`src/hw/rtl/rgbycc_pkg.sv`:
```
// Shared constants, register indexes and helpers for the RGB to YCbCr 4:2:0 converter.
package rgbycc_pkg;

    localparam int CFG_W     = 13;
    localparam int CFG_IDX_W = 4;
    localparam int PIX_W     = 8;
    localparam int COEF_W    = 16;
    localparam int SUM_W     = 25;

    localparam int MAX_DIMENSION_DEFAULT = 4096;

    localparam logic [CFG_W-1:0] RESET_FRAME_WIDTH  = 13'd1920;
    localparam logic [CFG_W-1:0] RESET_FRAME_HEIGHT = 13'd1080;

    localparam logic [CFG_IDX_W-1:0] REG_FRAME_WIDTH  = 4'd0;
    localparam logic [CFG_IDX_W-1:0] REG_FRAME_HEIGHT = 4'd1;

    // Q16 coefficients
    localparam logic [COEF_W-1:0] COEF_Y_R  = 16'd19595;
    localparam logic [COEF_W-1:0] COEF_Y_G  = 16'd38470;
    localparam logic [COEF_W-1:0] COEF_Y_B  = 16'd7471;
    localparam logic [COEF_W-1:0] COEF_CB_R = 16'd11056;
    localparam logic [COEF_W-1:0] COEF_CB_G = 16'd21712;
    localparam logic [COEF_W-1:0] COEF_CR_G = 16'd27440;
    localparam logic [COEF_W-1:0] COEF_CR_B = 16'd5328;
    localparam logic [COEF_W-1:0] COEF_HALF = 16'd32768;
    localparam logic [SUM_W-1:0]  OFFSET_Q16 = 25'd8388608;

    function automatic logic [PIX_W-1:0] sat8(input logic [PIX_W:0] v);
        sat8 = v[PIX_W] ? {PIX_W{1'b1}} : v[PIX_W-1:0];
    endfunction

endpackage

```
`src/hw/rtl/rgbycc_csc.sv`:
```
// Fixed-point color space conversion of one pixel to Y, Cb and Cr.
module rgbycc_csc
    import rgbycc_pkg::*;
(
    input  logic [PIX_W-1:0] red,
    input  logic [PIX_W-1:0] green,
    input  logic [PIX_W-1:0] blue,
    input  logic             site,
    output logic [PIX_W-1:0] luma,
    output logic [PIX_W-1:0] chroma_blue,
    output logic [PIX_W-1:0] chroma_red
);

    logic [SUM_W-1:0] y_sum;
    logic [SUM_W-1:0] cb_sum;
    logic [SUM_W-1:0] cr_sum;

    // All sums stay non-negative for 8-bit inputs, so unsigned math is exact.
    assign y_sum  = SUM_W'(COEF_Y_R) * SUM_W'(red)
                  + SUM_W'(COEF_Y_G) * SUM_W'(green)
                  + SUM_W'(COEF_Y_B) * SUM_W'(blue);
    assign cb_sum = OFFSET_Q16 + SUM_W'(COEF_HALF) * SUM_W'(blue)
                  - SUM_W'(COEF_CB_R) * SUM_W'(red)
                  - SUM_W'(COEF_CB_G) * SUM_W'(green);
    assign cr_sum = OFFSET_Q16 + SUM_W'(COEF_HALF) * SUM_W'(red)
                  - SUM_W'(COEF_CR_G) * SUM_W'(green)
                  - SUM_W'(COEF_CR_B) * SUM_W'(blue);

    assign luma        = sat8(y_sum[SUM_W-1:16]);
    assign chroma_blue = site ? sat8(cb_sum[SUM_W-1:16]) : '0;
    assign chroma_red  = site ? sat8(cr_sum[SUM_W-1:16]) : '0;

endmodule

```
`config.mk`:
```
export PLATFORM = sky130hd
export DESIGN_NAME = rgbycc_csc
export DESIGN_NICKNAME = d
export VERILOG_FILES = /design/src/hw/rtl/rgbycc_pkg.sv /design/src/hw/rtl/rgbycc_csc.sv
export SDC_FILE = /design/constraint.sdc
export NUM_CORES = 1
export LEC_CHECK = 0
export BUFFER_PORTS_ARGS = -buffer_cell sky130_fd_sc_hd__buf_2
export CORE_MARGIN = 2
export CORE_UTILIZATION = 60
export DETAILED_ROUTE_END_ITERATION = 16
export GPL_TIMING_DRIVEN = 0
export PLACE_DENSITY = 0.82
export SLEW_MARGIN = 30
export SYNTH_ARGS = -nofsm -noshare
export SYNTH_HDL_FRONTEND = slang
export SYNTH_SLANG_ARGS = --single-unit
```
`constraint.sdc`:
```
create_clock -name vclk -period 11.4
set_input_delay 1.71 -clock vclk [all_inputs]
set_output_delay 1.71 -clock vclk [all_outputs]
set_load 0.05 [all_outputs]
```
# Yosys cells after proc, flatten, opt, wreduce, memory -nomap -nowiden
# Cells that the tools add are included.
[word_totals] reg_bits=0 in_bits=25 output_inout_bits=24 elab_cells=20
[classes] addsub=8 multipliers=7 muxes=5
[ops] cell="adder 24 x 23 -> 25 bit, first input constant" count=2
[ops] cell="subtractor 25 x 23 -> 25 bit" count=2
[ops] cell="multiplier 15 x 8 -> 23 bit, first input constant" count=2
[ops] cell="2-to-1 mux 8 bit" count=5
[ops] cell="multiplier 11 x 8 -> 19 bit, first input constant" count=2
[ops] cell="adder 23 x 24 -> 25 bit" count=1
[ops] cell="adder 25 x 21 -> 25 bit" count=1
[ops] cell="subtractor 25 x 21 -> 25 bit" count=1
[ops] cell="subtractor 25 x 22 -> 25 bit" count=1
[ops] cell="multiplier 13 x 8 -> 21 bit, first input constant" count=1
[ops] cell="multiplier 10 x 8 -> 18 bit, first input constant" count=1
[ops] cell="multiplier 9 x 8 -> 17 bit, first input constant" count=1

# Logic depth before layout (Yosys ltp)
# Gate-level depths: netlist of the first run.
[logic_depth] depth_word=5 ltp_mapped=31 mapped_depth_nobuf=31

# Least setup slack after synthesis of the first run
# OpenSTA, ideal clock, no wires.
[synth_timing] kind="input to output" from="in green[5]" to="out luma[5]" t_arrival_ns=9.343 t_required_ns=9.690 path_slack_ns=0.347 path_stages=30 path_buffers=0 path_cell_list="ha_1 > inv_1 > fa_1 > fa_1 > inv_1 > ha_1 > and3b_1 > o21a_1 > o21ai_0 > nand2b_1 > a22oi_1 > a21o_1 > nand2b_1 > xnor2_1 > fa_1 > inv_1 > fa_1 > inv_1 > fa_1 > fa_1 > inv_1 > ha_1 > nand4_1 > o211ai_1 > a21oi_1 > a311oi_1 > a311o_2 > and2_4 > o211a_1 > o21ai_0"
[synth_via] elab_chain_len=4
[synth_lines] element="start: declaration" line="rgbycc_csc.sv:6" text="input logic [PIX_W-1:0] green,"
[synth_lines] element="multiplier 15 x 8 -> 23 bit" line="rgbycc_csc.sv:20" text="+ SUM_W'(COEF_Y_G) * SUM_W'(green)"
[synth_lines] element="adder 23 x 24 -> 25 bit" line="rgbycc_csc.sv:20"
[synth_lines] element="adder 25 x 21 -> 25 bit" line="rgbycc_csc.sv:21" text="+ SUM_W'(COEF_Y_B) * SUM_W'(blue);"
[synth_lines] element="2-to-1 mux 8 bit" line="rgbycc_pkg.sv:30" text="sat8 = v[PIX_W] ? {PIX_W{1'b1}} : v[PIX_W-1:0];"
[synth_lines] element="end: declaration" line="rgbycc_csc.sv:9" text="output logic [PIX_W-1:0] luma,"
# Every way passes these cells.

# Final worst setup path of the first run
[layout_timing] from="in green[5]" to="out luma[7]"
# Same word-level chain as after synthesis.

==> summary.md, run 1 <==
| Metric | Value |
|---|---|
| Outcome | `completed` |
| Die width | `153.3 um` |
| Critical path class | `input port to primary output` |
| Antenna-violating nets left | `0` |
| Initial Util | `61.13%` |
| Tot GR Track Use | `27.48%` |
| Worst path most repeated cell | `fa_1` |
| Die area | `23510 um^2` |
| Drt pass-1 iters | `5` |
| CP max stage delay | `550 ps` |
| Slowest stage cell on the critical path | `fa_1` |
| Period utilisation layout | `between 90 and 100%` |
| Avg Cell Area, Syn | `9.030 um^2` |
| Data arrival, critical path | `9330 ps` |
| Final-layout fill cell count | `1859` |
| Worst Setup End Kind | `primary output` |
| Pin count of the biggest net entering global routing | `13` |
| Synth Cell Area | `about 13000 um^2` |
| Critical Path RT | `9690 ps` |
| Wirelength, routed | `roughly 31 mm` |
| Wire per inst | `17.18 um` |
| Slew Limit Headroom | `48.45%` |
| Port bufs | `49` |
| Vias per cell | `approximately 5.6` |
| Antenna cell count | `0` |
| CLK BUF | `0` |
| Setup crit start kind | `input port` |
| Routed vias | `10187` |
| Post-route cell area | `approximately 14000 um^2` |
| Crit path from | `green[5]` |
| Fin Hold WS | `4100 ps` |
| First-pass GRT wire length | `52.22 mm` |
| Placed wire-length estimate | `27.83 mm` |
| Number of max-cap violations | `0` |
| Seq/Total Area, Yosys | `0%` |
| Max-slew violation count | `0` |
| Worst slew pin tran | `763.3 ps` |
| Syn-to-layout area delta | `5.049%` |
| Core ar. | `about 22000 um^2` |
| Sequential cells | `0` |
| Multi-input gate area in the final layout | `11870 um^2` |
| Max Freq | `0.09055 GHz` |
| Total grt overflow | `0` |
| Most common cell after layout, fill and taps aside | `inv_1` |
| Syn nets | `~2100` |
| IO Pins | `49` |
| Die span in y | `153.3 um` |
| Final-report hold violation count | `0` |
| Vias in the first global route | `10676` |
| Nets | `2131` |
| Most frequent cells in the layout | `inv_1 (403), ha_1 (370), fa_1 (195), a21oi_1 (68), xnor2_1 (55)` |
| CTS Hold Buffers Added | `0` |
| Area post-placement | `13980 um^2` |
| DRC | `0` |
| Starting DRC count in detailed routing | `501` |
| Min cycle time layout | `between 10000 and 15000 ps` |
| Reg area | `0 um^2` |
| Gpl congestion | `0.9656` |
| Fraction of layout cells with a size suffix above 1 | `5.335%` |
| Final setup vio count | `0` |
| Critical Path Fanout Max | `8` |
| Crit path capture | `luma[7]` |
| # rows | `54` |
| Unrepaired setup endpoints after global routing | `true` |
| Number of distinct library cells after synthesis | `61` |
| Synth Warn # | `0` |
| Worst Hold Depth | `6` |
| Post-Syn Instances | `1482` |
| Hold WC Path Type | `input port to primary output` |
| Layout Utilization | `64.22%` |
| Initial antenna violation count | `0` |
==> synthesized netlist by cell type (all sizes together), types with 5 or more instances <==
cell    number  area share, %
a21o        37            2.1
nand2       44            1.2
or2         13           0.61
nor2        28           0.79
fa         195             29
nor2b        6           0.28
a31oi        8           0.37
nor3        18           0.67
nand3       14           0.52
o21a        23            1.3
or3          5           0.23
o211ai       7           0.39
o21bai      12           0.67
nand4       10           0.47
xnor2       55            3.6
inv        404             11
nand2b      13           0.61
a21oi       68            2.5
a211oi      11           0.62
o21ai       38            1.4
and3         8           0.38
ha         372             35
xor2        24            1.6
==> worst max-delay path, delay by kind of cell <==
kind / cells / cell delay, ps
AOI/OAI and AO/OA: 8 / 1550
and+or+nand+nor: 7 / 1320
xor gates and xnor gates: 1 / 140
buffers and inverters: 7 / 710
adders and majority gates: 9 / 3900
==> logic make-up after synthesis <==
kind of cell	synth area share [%]
buffers and inverters	11.44
AND/OR/NAND/NOR	7.059
XOR/XNOR	5.170
multiplexers	0.2244
adder cells (fa/ha/maj)	63.95
AO/OA/AOI/OAI	12.15
==> through the flow <==
step / cells / setup TNS (ps) / worst slack (ps)
after CTS: 1811 / 0 / 11.38
after detailed placement: 1811 / -109.5 / -109.5
after global routing: 1817 / -95.57 / -55.76
after floorplan: 1482 / 0 / 347.3
after global placement: 1811 / 0 / 44.33
final: 1817 / 0 / 356.1
==> repair_timing <==
| item | 4_1_cts | 5_1_grt |
|---|---|---|
| cloned | 0 | 0 |
| buffers inserted | 0 | 6 |
| pin swaps | 0 | 2 |
| resized for setup | 1 | 8 |
| endpoints found under the setup margin | 1 | 8 |
==> cell type report <==
type	count	share of cell area (%)
buffer	4	0.1068
tap	280	2.492
multi-input combinational	1074	84.44
timing repair buffer	55	2.145
inverter	404	10.81
==> worst min path at each step <==
stage,start,to,slack (ps)
finish,site,chroma_blue[3],4100
global route,site,chroma_blue[3],4170
CTS,site,chroma_blue[3],4100
detailed placement,site,chroma_blue[3],4100
global placement,site,chroma_blue[3],4090
floorplan,site,chroma_blue[4],3870
==> metal layers <==
layer	GRT usage, %	up-vias	part of all wire [%]
li1	-	4975	-
met1	35.83	4942	43
met2	49.70	221	50
met3	1.758	49	4.1
met4	7.165	0	3.2
met5	0	-	0
Power of run 1 is left out: the tool's default activity adds up to more than one toggle a clock period on the data nets, which glitch-free logic cannot reach.
==> run 2: changes to the inputs <==
- PLACE_DENSITY: 0.82 -> default
- PLACE_DENSITY_LB_ADDON: default -> 0.08
==> summary.md, run 2 (synthesized netlist as in run 1, its figures left out) <==
| Metric | Value |
|---|---|
| Outcome | `completed` |
| Fraction of layout cells with a size suffix above 1 | `5.527% (+0.19 points)` |
| Most common cell after layout, fill and taps aside | `inv_1` |
| Max Freq | `0.09009 GHz (-0.50%)` |
| # rows | `54 (unchanged)` |
| Starting DRC count in detailed routing | `384 (-23%)` |
| Final-report hold violation count | `0 (unchanged)` |
| Drt pass-1 iters | `4 (-1)` |
| Setup slack at placement | `-42.07 ps (+67.39 ps)` |
| Gpl congestion | `0.9488 (-1.7%)` |
| Number of max-cap violations | `0 (unchanged)` |
| Core ar. | `21890 um^2 (unchanged)` |
| Reg area | `0 um^2 (unchanged)` |
| Min cycle time layout | `11100 ps (+55.84 ps)` |
| Crit path from | `green[5]` |
| Most frequent cells in the layout | `inv_1 (402), ha_1 (370), fa_1 (195), a21oi_1 (68), xnor2_1 (55)` |
| Slew Limit Headroom | `52.85% (+4.4 points)` |
| CLK BUF | `0 (unchanged)` |
| Slowest stage cell on the critical path | `fa_1` |
| Post-Place Cells | `1811 (unchanged)` |
| Die area | `23510 um^2 (unchanged)` |
| Die span in y | `153.3 um (unchanged)` |
| Period utilisation layout | `97.37% (+0.49 points)` |
| Post-Layout Cell Count | `1818 (+0.055%)` |
| DRC | `0 (unchanged)` |
| Routed vias | `10068 (-1.2%)` |
| Wirelength, routed | `31.09 mm (-0.44%)` |
| Wire per inst | `17.10 um (-0.49%)` |
| Worst Hold Depth | `6 (unchanged)` |
| Antenna cell count | `0 (unchanged)` |
| IO Pins | `49 (unchanged)` |
| Antenna-violating nets left | `0 (unchanged)` |
| CP max stage delay | `540 ps (about the same)` |
| Initial Util | `61.13% (unchanged)` |
| Layout Utilization | `64.33% (+0.11 points)` |
| Critical path class | `input port to primary output` |
| Placed wire-length estimate | `28.10 mm (+0.96%)` |
| Hold_sp | `site` |
| Vias per cell | `5.538 (-1.2%)` |
| Critical Path RT | `9690 ps (about the same)` |
| Hold WC Path Type | `input port to primary output` |
| Vias in the first global route | `10340 (-3.1%)` |
| Worst Hold Endpoint | `chroma_blue[3]` |
| Data arrival, critical path | `9390 ps (+60 ps)` |
| Nets | `2132 (+0.047%)` |
| Worst path most repeated cell | `fa_1` |
| Max-slew violation count | `0 (unchanged)` |
| Fin Hold WS | `4165 ps (+64.86 ps)` |
| Final setup vio count | `0 (unchanged)` |
| CTS Hold Buffers Added | `0 (unchanged)` |
| Fin worst setup slack | `300.2 ps (-55.84 ps)` |
| Sequential cells | `0 (unchanged)` |
| Total grt overflow | `0 (unchanged)` |
| Worst slew pin tran | `698.0 ps (-65.23 ps)` |
| Syn-to-layout area delta | `5.236%` |
| Worst Setup End Kind | `primary output` |
| Initial antenna violation count | `0 (unchanged)` |
| First-pass GRT wire length | `52.02 mm (-0.38%)` |
| Die width | `153.3 um (unchanged)` |
| Setup crit start kind | `input port` |
| Tot GR Track Use | `27.59% (+0.11 points)` |
| Port bufs | `49 (unchanged)` |
| Pin count of the biggest net entering global routing | `13 (unchanged)` |
| Critical Path Fanout Max | `8 (unchanged)` |
[run 2: cell count changes in the layout (fill, tap and decap cells not counted)]
cell      before  now
a311oi_1       4    3
a311oi_2       0    1
buf_2         46   44
buf_4          6    8
buf_6          1    0
clkbuf_4       2    4
ha_2           1    0
ha_4           1    2
inv_1        403  402
inv_2          0    1
[run 2: layout make-up]
type,instances,area (um^2)
plain buffers,4,15.01
well taps,280,350.3
inverters,404,1520
repair buffers,56,310.3
multi-input cells,1074,11890
fillers,1951,7807
[run 2: through the flow]
stage | TNS (ps) | area (um^2)
after floorplan | 0 | 13380
after global placement | 0 | 13980
after detailed placement | -42.07 | 13980
after CTS | 0 | 13980
after global routing | -77.46 | 14080
final | 0 | 14080
[run 2: critical path, delay by kind of cell]
kind	cells	cell delay (ps)
XOR/XNOR	1	140
AND/OR/NAND/NOR	7	1360
AO/OA/AOI/OAI	8	1640
buffers and inverters	7	680
adder cells (fa/ha/maj)	9	3860
[run 2: worst max-delay path by stage]
stage          slack (ps)  depth (start not counted)  endpoint
3_5_place_dp          -40                         32   luma[7]
4_1_cts                20                         32   luma[7]
5_1_grt               -80                         32   luma[7]
3_3_place_gp           10                         32   luma[7]
6_report              300                         32   luma[7]
2_1_floorplan         350                         30   luma[5]
[run 2: routing by layer]
metal  routed length [um]  global-route usage (%)
met5                    0                       0
met4                  735                   5.155
met3                 1370                   3.601
met2                15030                   47.96
met1                13950                   37.29
[run 2: timing repair]
item                                    CTS  global route
setup buffers                             0             7
endpoints found under the setup margin    1             7
hold endpoints to repair                  0             0
pin swaps                                 0             3
gates resized for setup                   1            12
Power of run 2 is left out for the same reason.
